File: config.mk
export PLATFORM = sky130hd
export DESIGN_NAME = psgc_vmatch
export DESIGN_NICKNAME = d
export VERILOG_FILES = /design/src/rtl/core/psgc_pkg.sv /design/src/rtl/core/psgc_vmatch.sv
export SDC_FILE = /design/constraint.sdc
export NUM_CORES = 1
export LEC_CHECK = 0
export CELL_PAD_IN_SITES_DETAIL_PLACEMENT = 2
export CELL_PAD_IN_SITES_GLOBAL_PLACEMENT = 2
export CORE_ASPECT_RATIO = 1.25
export CORE_MARGIN = 2
export CORE_UTILIZATION = 38
export DETAILED_ROUTE_END_ITERATION = 10
export DONT_BUFFER_PORTS = 1
export PLACE_DENSITY_LB_ADDON = 0.15
export SLEW_MARGIN = 5
export SYNTH_ARGS = -nofsm -noshare
export SYNTH_HDL_FRONTEND = slang
export SYNTH_SLANG_ARGS = --single-unit
File: constraint.sdc
create_clock -name vclk -period 6.75
set_clock_uncertainty 0.2 [all_clocks]
set_input_delay 0.675 -clock vclk [all_inputs]
set_output_delay 0.675 -clock vclk [all_outputs]
set_load 0.02 [all_outputs]
File: src/rtl/core/psgc_pkg.sv
// ----------------------------------------------------------------------------
// psgc_pkg - shared types and constants for the polygon geometry comparator
// Holds coordinate widths, the vertex record, command codes and the default
// polygon capacity.
// ----------------------------------------------------------------------------
package psgc_pkg;

  localparam int COORD_W       = 32;
  localparam int EPS_W         = 31;
  localparam int CMD_W         = 2;
  localparam int MAX_VERTS_DEF = 64;

  // command codes; the fourth code is ignored
  localparam logic [CMD_W-1:0] CMD_LOAD_A  = 2'd0;
  localparam logic [CMD_W-1:0] CMD_LOAD_B  = 2'd1;
  localparam logic [CMD_W-1:0] CMD_COMPARE = 2'd2;

  typedef struct packed {
    logic signed [COORD_W-1:0] z;
    logic signed [COORD_W-1:0] y;
    logic signed [COORD_W-1:0] x;
  } vertex_t;

  localparam int VERT_W = $bits(vertex_t);

endpackage

File: src/rtl/core/psgc_vmatch.sv
// ----------------------------------------------------------------------------
// psgc_vmatch - vertex tolerance compare unit
// Flags a match when every coordinate pair differs by strictly less than
// epsilon. Differences are taken at 33 bits so they never wrap.
// ----------------------------------------------------------------------------
module psgc_vmatch
  import psgc_pkg::*;
(
  input  vertex_t          vert_a,
  input  vertex_t          vert_b,
  input  logic [EPS_W-1:0] epsilon,
  output logic             match
);

  // -eps < a - b < eps, both bounds checked in parallel on the difference
  function automatic logic coord_ok(input logic signed [COORD_W-1:0] a,
                                    input logic signed [COORD_W-1:0] b,
                                    input logic [EPS_W-1:0] eps);
    logic signed [COORD_W:0] diff;
    logic signed [COORD_W:0] pos_eps;
    logic signed [COORD_W:0] neg_eps;
    diff    = {a[COORD_W-1], a} - {b[COORD_W-1], b};
    pos_eps = $signed({2'b00, eps});
    neg_eps = -pos_eps;
    return (diff < pos_eps) && (diff > neg_eps);
  endfunction

  assign match = coord_ok(vert_a.x, vert_b.x, epsilon) &&
                 coord_ok(vert_a.y, vert_b.y, epsilon) &&
                 coord_ok(vert_a.z, vert_b.z, epsilon);

endmodule

==> results of run 1 <==
==> through the flow <==
step                      instances  setup TNS, ns  utilization  power [mW]  hold slack, ns
after floorplan                1314              0            -       0.902            1.58
after global routing           1654        -0.0296        0.405        1.43            1.87
after CTS                      1651              0        0.403        1.26            1.85
after detailed placement       1651              0        0.403        1.25            1.85
final                          1654              0        0.405        1.26            1.84
after global placement         1651              0        0.403        1.18            1.84
==> power by group <==
part | total (mW) | switching (mW) | internal (mW)
logic | 1.26 | 0.730 | 0.530
clock network | 0 | 0 | 0
registers | 0 | 0 | 0
==> cells in the mapped netlist (5+ instances only) <==
| cell type | number | area [um^2] |
|---|---|---|
| ha_1 | 286 | 3580 |
| inv_1 | 155 | 582 |
| a21oi_1 | 113 | 566 |
| a21o_1 | 88 | 661 |
| xnor2_1 | 79 | 692 |
| nand2_1 | 71 | 267 |
| nor2_1 | 71 | 267 |
| o21ai_0 | 59 | 295 |
| nand4_1 | 39 | 244 |
| nand3_1 | 28 | 140 |
| nor2b_1 | 25 | 156 |
| xor2_1 | 24 | 210 |
| o21a_1 | 23 | 173 |
| nor3_1 | 21 | 105 |
| a211oi_1 | 17 | 128 |
| o21ai_1 | 16 | 80.1 |
| o21bai_1 | 15 | 113 |
| a31oi_1 | 14 | 87.6 |
| nand2b_1 | 12 | 75.1 |
| o211ai_1 | 12 | 90.1 |
| nor4_1 | 9 | 56.3 |
| or3_1 | 9 | 56.3 |
| a2111oi_0 | 8 | 70.1 |
| and3_1 | 8 | 50.1 |
| and4_1 | 8 | 70.1 |
| o31a_1 | 8 | 70.1 |
| o31ai_1 | 7 | 52.6 |
| o2111ai_1 | 6 | 52.6 |
| clkbuf_1 | 5 | 18.8 |
==> cell families after synthesis <==
family / count (synthesis) / share of synthesized area
and+or+nand+nor: 334 / 0.185
AOI/OAI and AO/OA: 422 / 0.283
muxes: 1 / 0.00103
buffers and inverters: 165 / 0.0645
adders and majority gates: 289 / 0.374
xor gates and xnor gates: 103 / 0.0928
==> metal layers <==
metal,track usage,vias up
li1,-,4899
met1,0.300,4709
met2,0.462,167
met3,0.0241,22
met4,0.0285,0
met5,0,-
==> worst min-delay path, cell delays in order <==
cell,delay (ns)
ha_1,0.21
nand2_1,0.11
a311oi_1,0.09
buf_4,0.13
buf_4,0.15
==> repair_timing <==
action                                  in CTS  in global routing
endpoints found under the setup margin       0                  1
resized for setup                            0                  6
buffers inserted                             0                  3
==> worst min-delay path by stage <==
stage | slack [ns] | cells past startpoint | endpoint
6_report | 1.84 | 5 | match
5_1_grt | 1.87 | 5 | match
4_1_cts | 1.85 | 5 | match
3_5_place_dp | 1.85 | 5 | match
3_3_place_gp | 1.84 | 6 | match
2_1_floorplan | 1.58 | 4 | match
==> cell type report <==
type               instances  area (um^2)
repair buffers            11         82.6
well taps                335          419
multi-input cells       1149         9120
fillers                 3079        15000
inverters                159          597
==> impl_metrics.env, run 1 <==
export IMPL_max_freq_mhz=157
export IMPL_critPathCapture="match"
export IMPL_grt_pass1_vias=10740
export IMPL_track_usage=0.242
export IMPL_crit_chain="inv_1 > ha_1 > a21o_1 > or3_1 > o211ai_1 > a21oi_1 > o211ai_1 > a31oi_1 > nor4_1 > o21ai_1 > a221oi_1 > xnor2_1 > ha_1 > a2111oi_0 > o21ai_0 > a211oi_1 > o22ai_1 > and4_1 > o31ai_1 > a311oi_1 > buf_4 > buf_4"
export IMPL_wl_met1_mm=15.3
export IMPL_nets=1833
export IMPL_yosysWarnings=0
export IMPL_finalSetupViolCount=0
export IMPL_drt_pass1_iter_count=4
export IMPL_grt_pass1_wl_mm=53.3
export IMPL_drtIter0Drc=215
export IMPL_timing_final_ws_setup_ns=0.378
export IMPL_fp_dieH_um=183
export IMPL_drc_errors=0
export IMPL_hp_class="in2out"
export IMPL_critPathLaunchType="input pin"
export IMPL_crit_start="vert_b[37]"
export IMPL_finalCritPeriodShare=0.944
export IMPL_fin_crit_ns=6.37
export IMPL_final_common_cell="ha_1"
export IMPL_wl_met2_mm=17.0
export IMPL_mostFrequentLayoutCells="286 x ha_1, 155 x inv_1, 113 x a21oi_1"
export IMPL_synthDistinctLibCells=71
export IMPL_grt_antenna_before_repair=0
export IMPL_io_pins=224
export IMPL_nFlopsAndLatches=0
export IMPL_grt_max_degree=9
export IMPL_nClkBuffers=0
export IMPL_register_area_um2=0
export IMPL_topRoutingLayerUsed="met4"
export IMPL_area_growth_pct=5.15
export IMPL_critPathMaxFanout=4
export IMPL_endpoint_kind="output port"
export IMPL_wl_met3_mm=1.09
export IMPL_worst_path_max_delay_cell="nor4_1"
export IMPL_critPathBufInv=3
export IMPL_core_um2=25200
export IMPL_path_delay_family="compound AO/OA/AOI/OAI gates"
export IMPL_yosysSeqAreaShare=0
export IMPL_syn_nets=1826
export IMPL_syn_avg_cell_area_um2=7.40
export IMPL_required_ns=5.88
export IMPL_power_density_nw_per_um2=123
export IMPL_dp_hpwl_mm=31.1
export IMPL_die_area_um2=26900
export IMPL_start_util=0.386
export IMPL_worstMarginPinSlew_ns=0.566
export IMPL_pre_cts_ws_ns=0.106
export IMPL_die_width_um=147
export IMPL_critPathArrivalTime_ns=5.50
export IMPL_vias=9797
export IMPL_gp_congestion=0.866
export IMPL_syn_instance_count=1314
export IMPL_leakagePower_nw=5.26
export IMPL_status="completed"
export IMPL_syn_area_um2=9720
export IMPL_ir_worst_vdd_uv=36.0
export IMPL_routed_via_density=5.92
export IMPL_wl_mm=33.7
export IMPL_holdBufCountCts=0
export IMPL_finalHoldViolCount=0
export IMPL_critPathKind="in2out"
export IMPL_core_rowCount=65
export IMPL_slew_headroom=0.619
export IMPL_maxCapViolCount=0
export IMPL_final_max_slew_violation_count=0
export IMPL_worstSetupPathDepth=22
export IMPL_dpl_cell_area_um2=10200
export IMPL_antenna_left=0
export IMPL_drive_gt1_frac=0.0318
export IMPL_hp_start="vert_a[63]"
export IMPL_wl_per_cell_um=20.4
export IMPL_antenna_cells=0
export IMPL_max_stage_delay_ns=0.37
export IMPL_numPortBuffers=0
export IMPL_overflow=0
export IMPL_final_area_um2=10200
Note: power is estimated with default switching activity, not from simulation.
==> run 2: changes to the inputs <==
Settings changed: ABC_AREA set to 1, CORE_UTILIZATION 38 to 35, PLACE_DENSITY set to 0.85, PLACE_DENSITY_LB_ADDON 0.15 to not set.
==> run 2 against run 1 <==
Via count grew 27%. Critical path depth grew 6. Critical path type unchanged. Cell count grew 35%. Die area grew 22%.
==> impl_metrics.env, run 2 <==
export IMPL_required_ns=5.88
export IMPL_synthDistinctLibCells=44
export IMPL_finalHoldViolCount=0
export IMPL_dp_hpwl_mm=41.8
export IMPL_cts_resized_gates=0
export IMPL_critPathBufInv=3
export IMPL_grt_pass1_vias=13864
export IMPL_synth_top_cells_by_count="464 x nand2_1, 290 x inv_1, 286 x ha_1"
export IMPL_die_width_um=163
export IMPL_nClkBuffers=0
export IMPL_placedCellCount=2231
export IMPL_post_route_util=0.371
export IMPL_rsz0062_at_grt="no"
export IMPL_worstMarginPinSlew_ns=0.765
export IMPL_core_rowCount=72
export IMPL_path_delay_family="simple AND/OR/NAND/NOR gates"
export IMPL_status="completed"
export IMPL_drtIter0Drc=453
export IMPL_fin_crit_ns=5.79
export IMPL_yosysWarnings=0
export IMPL_post_cts_buffers=0
export IMPL_critPathKind="in2out"
export IMPL_numPortBuffers=0
export IMPL_syn_nets=2338
export IMPL_synth_area_leaders="ha_1 33%, nand2_1 16%, inv_1 9.9%"
export IMPL_finalSetupViolCount=0
export IMPL_max_freq_mhz=173
export IMPL_vias=12469
export IMPL_holdBufCountCts=0
export IMPL_overflow=0
export IMPL_finalCritPeriodShare=0.858
export IMPL_drt_pass1_iter_count=5
export IMPL_syn_area_um2=11000
export IMPL_wl_mm=44.8
export IMPL_nFlopsAndLatches=0
export IMPL_final_max_slew_violation_count=0
export IMPL_synth_top_area_share=0.325
export IMPL_max_stage_delay_ns=0.40
export IMPL_grt_max_degree=8
export IMPL_drive_gt1_frac=0.0143
export IMPL_crit_top_cell="nand2_1"
export IMPL_critPathMaxFanout=4
export IMPL_mostFrequentLayoutCells="464 x nand2_1, 290 x inv_1, 286 x ha_1"
export IMPL_netlist_top_cell_by_area="ha_1"
export IMPL_final_common_cell="nand2_1"
export IMPL_yosysSeqAreaShare=0
export IMPL_power_density_nw_per_um2=129
export IMPL_instances_no_fill=2231
export IMPL_antenna_cells=0
export IMPL_critPathArrivalTime_ns=4.92
export IMPL_drc_errors=0
export IMPL_core_um2=31000
export IMPL_wl_per_cell_um=20.1
export IMPL_endpoint_kind="output port"
export IMPL_grt_pass1_wl_mm=71.4
export IMPL_maxCapViolCount=0
export IMPL_register_area_um2=0
export IMPL_critPathLaunchType="input pin"
export IMPL_nets=2338
export IMPL_grt_antenna_before_repair=1
export IMPL_worst_path_max_delay_cell="fa_1"
export IMPL_slew_headroom=0.486
export IMPL_antenna_left=0
export IMPL_total_power_mw=1.48
export IMPL_leakagePower_nw=6.36
export IMPL_hold_depth=6
export IMPL_gp_congestion=0.908
export IMPL_multi_input_comb_area_um2=9890
export IMPL_ir_worst_vdd_uv=36.9
export IMPL_area_growth_pct=4.54
export IMPL_syn_instance_count=1826
export IMPL_worstSetupPathDepth=28
export IMPL_die_area_um2=32900
export IMPL_routed_via_density=5.59
export IMPL_fp_dieH_um=202
export IMPL_io_pins=224
export IMPL_hp_class="in2out"
export IMPL_track_usage=0.266
export IMPL_synth_most_common_cell="nand2_1"
export IMPL_tns_ns=0
export IMPL_fillCellCount=4063
export IMPL_syn_avg_cell_area_um2=6.03
export IMPL_start_util=0.355
run 2: cell count changes after synthesis, sizes merged, moves of 24 or more:
cell   delta
xnor2    -49
inv     +136
nand3    +50
xor2     +55
a21o     -72
nor2     +91
nor2b    -24
a21oi    +73
nand2   +393
run 2: final cells by class:
cell class | instances | area share
inverters | 295 | 0.0962
multi-input cells | 1529 | 0.860
well taps | 407 | 0.0443
run 2: final timing paths:
check / startpoint / end / slack (ns)
setup / recovery: vert_a[0] / match / 0.96
hold / removal: vert_a[31] / match / 1.81
run 2: tightest hold or removal path: cells and delay by family:
family	cells	cell delay, ns
AND/OR/NAND/NOR	4	0.33
adder cells (fa/ha/maj)	1	0.23
AO/OA/AOI/OAI	1	0.10
run 2: cell families (layout without fill, tap and decap cells):
family | Yosys count | after routing | share of synthesized area
AOI/OAI and AO/OA | 311 | 311 | 0.156
adders and majority gates | 289 | 289 | 0.331
xor gates and xnor gates | 109 | 109 | 0.0867
buffers and inverters | 297 | 295 | 0.101
and+or+nand+nor | 820 | 820 | 0.326
run 2: metal layers:
metal / part of all wire / global-route usage
met1: 0.39 / 0.292
met2: 0.53 / 0.527
met3: 0.031 / 0.0222
met4: 0.041 / 0.0913
met5: 0.00022 / 0
run 2: metrics by stage:
stage / hold WS (ns) / cell area [um^2] / setup slack (ns)
2_1_floorplan: 1.62 / 11000 / 2.00
3_5_place_dp: 1.82 / 11500 / 0.891
3_3_place_gp: 1.79 / 11500 / 1.23
6_report: 1.81 / 11500 / 0.959
4_1_cts: 1.82 / 11500 / 0.871
5_1_grt: 1.87 / 11500 / 0.545
run 2: power by group:
group | internal, mW | switching (mW)
logic | 0.525 | 0.954
registers | 0 | 0
clock network | 0 | 0
total | 0.525 | 0.954
==> run 3: changes to the inputs <==
Settings changed: CORE_MARGIN 2 to not set.
==> run 3 against run 2 <==
Hold slack worse by 0.0038 ns. Non-clock buffer count stayed put. Worst setup slack worse by 0.14 ns. Core utilization stayed put. Sequential share of layout area stayed put. Critical endpoint unchanged. Fmax is 2.3% lower. Global-route usage hardly changed. Via count is 0.13% higher. Die area is 2.2% lower.
==> impl_metrics.env, run 3 (synthesized netlist as in run 2, its figures left out) <==
export IMPL_final_common_cell="nand2_1"
export IMPL_endpoint_kind="output port"
export IMPL_final_area_um2=11500
export IMPL_grt_max_degree=8
export IMPL_total_power_mw=1.47
export IMPL_numPortBuffers=0
export IMPL_drt_pass1_iter_count=5
export IMPL_start_util=0.355
export IMPL_drive_gt1_frac=0.0143
export IMPL_antenna_cells=0
export IMPL_nets=2338
export IMPL_busiest_layer="met2"
export IMPL_io_pins=224
export IMPL_timing_final_ws_setup_ns=0.821
export IMPL_overflow=0
export IMPL_die_area_um2=32200
export IMPL_multi_input_comb_area_um2=9890
export IMPL_tns_ns=0
export IMPL_critPathLaunchType="input pin"
export IMPL_fillCellCount=4076
export IMPL_hp_class="in2out"
export IMPL_rsz0062_at_grt="no"
export IMPL_power_density_nw_per_um2=128
export IMPL_dpl_cell_area_um2=11500
export IMPL_post_cts_buffers=0
export IMPL_fp_dieH_um=200
export IMPL_register_area_um2=0
export IMPL_grt_pass1_vias=13779
export IMPL_worst_path_max_delay_cell="fa_1"
export IMPL_nFlopsAndLatches=0
export IMPL_finalCritPeriodShare=0.878
export IMPL_grt_antenna_before_repair=0
export IMPL_crit_top_cell="nand2_1"
export IMPL_required_ns=5.88
export IMPL_holdBufCountCts=0
export IMPL_worstSetupPathDepth=25
export IMPL_grt_use_met2=0.520
export IMPL_post_route_util=0.371
export IMPL_critPathBufInv=3
export IMPL_drtIter0Drc=383
export IMPL_nClkBuffers=0
export IMPL_final_max_slew_violation_count=0
export IMPL_max_freq_mhz=169
export IMPL_met1_usage=0.295
export IMPL_core_rowCount=72
export IMPL_grt_pass1_wl_mm=69.6
export IMPL_critPathArrivalTime_ns=5.05
export IMPL_critPathCapture="match"
export IMPL_drc_errors=0
export IMPL_pre_cts_ws_ns=0.851
export IMPL_core_um2=31000
export IMPL_placedCellCount=2231
export IMPL_crit_start="vert_a[0]"
export IMPL_gp_congestion=0.895
export IMPL_critPathMaxFanout=4
export IMPL_slew_headroom=0.432
export IMPL_status="completed"
export IMPL_holdWs_ns=1.80
export IMPL_area_growth_pct=4.54
export IMPL_finalHoldViolCount=0
export IMPL_track_usage=0.267
export IMPL_antenna_left=0
export IMPL_worstMarginPinSlew_ns=0.845
export IMPL_routed_via_density=5.60
export IMPL_critPathKind="in2out"
export IMPL_leakagePower_nw=6.36
export IMPL_path_delay_family="simple AND/OR/NAND/NOR gates"
export IMPL_die_width_um=161
export IMPL_maxCapViolCount=0
export IMPL_ir_worst_vdd_uv=30.3
export IMPL_wl_per_cell_um=19.8
export IMPL_cts_resized_gates=0
export IMPL_finalSetupViolCount=0
export IMPL_dp_hpwl_mm=41.3
export IMPL_wl_mm=44.3
export IMPL_max_stage_delay_ns=0.40
export IMPL_mostFrequentLayoutCells="464 x nand2_1, 290 x inv_1, 286 x ha_1"
export IMPL_grtUsageMet3=0.0157
export IMPL_instances_no_fill=2231
export IMPL_vias=12485
export IMPL_fin_crit_ns=5.93
[run 3: cell counts in the layout (fill, tap and decap cells not counted)]
Identical to the previous run, type by type.
[run 3: cell type report]
class,instances,share of cell area
multi-input cells,1529,0.860
inverters,295,0.0962
well taps,407,0.0443
[run 3: report_power, final]
part | switching (mW) | leakage [nW] | internal, mW | total (mW)
registers | 0 | 0 | 0 | 0
clock network | 0 | 0 | 0 | 0
logic | 0.945 | 6.36 | 0.524 | 1.47
[run 3: layer usage]
metal / vias up / routed length [um]
met3: 95 / 1120
met1: 6040 / 18100
met4: 0 / 1970
met2: 230 / 23100
met5: - / 0
li1: 6120 / -
[run 3: worst min path at each step]
stage | start | endpoint | slack (ns) | cells after the start
CTS | vert_a[31] | match | 1.80 | 6
global placement | vert_a[31] | match | 1.79 | 6
finish | vert_a[31] | match | 1.80 | 6
global route | vert_a[31] | match | 1.87 | 6
floorplan | vert_a[31] | match | 1.62 | 6
detailed placement | vert_a[31] | match | 1.80 | 6
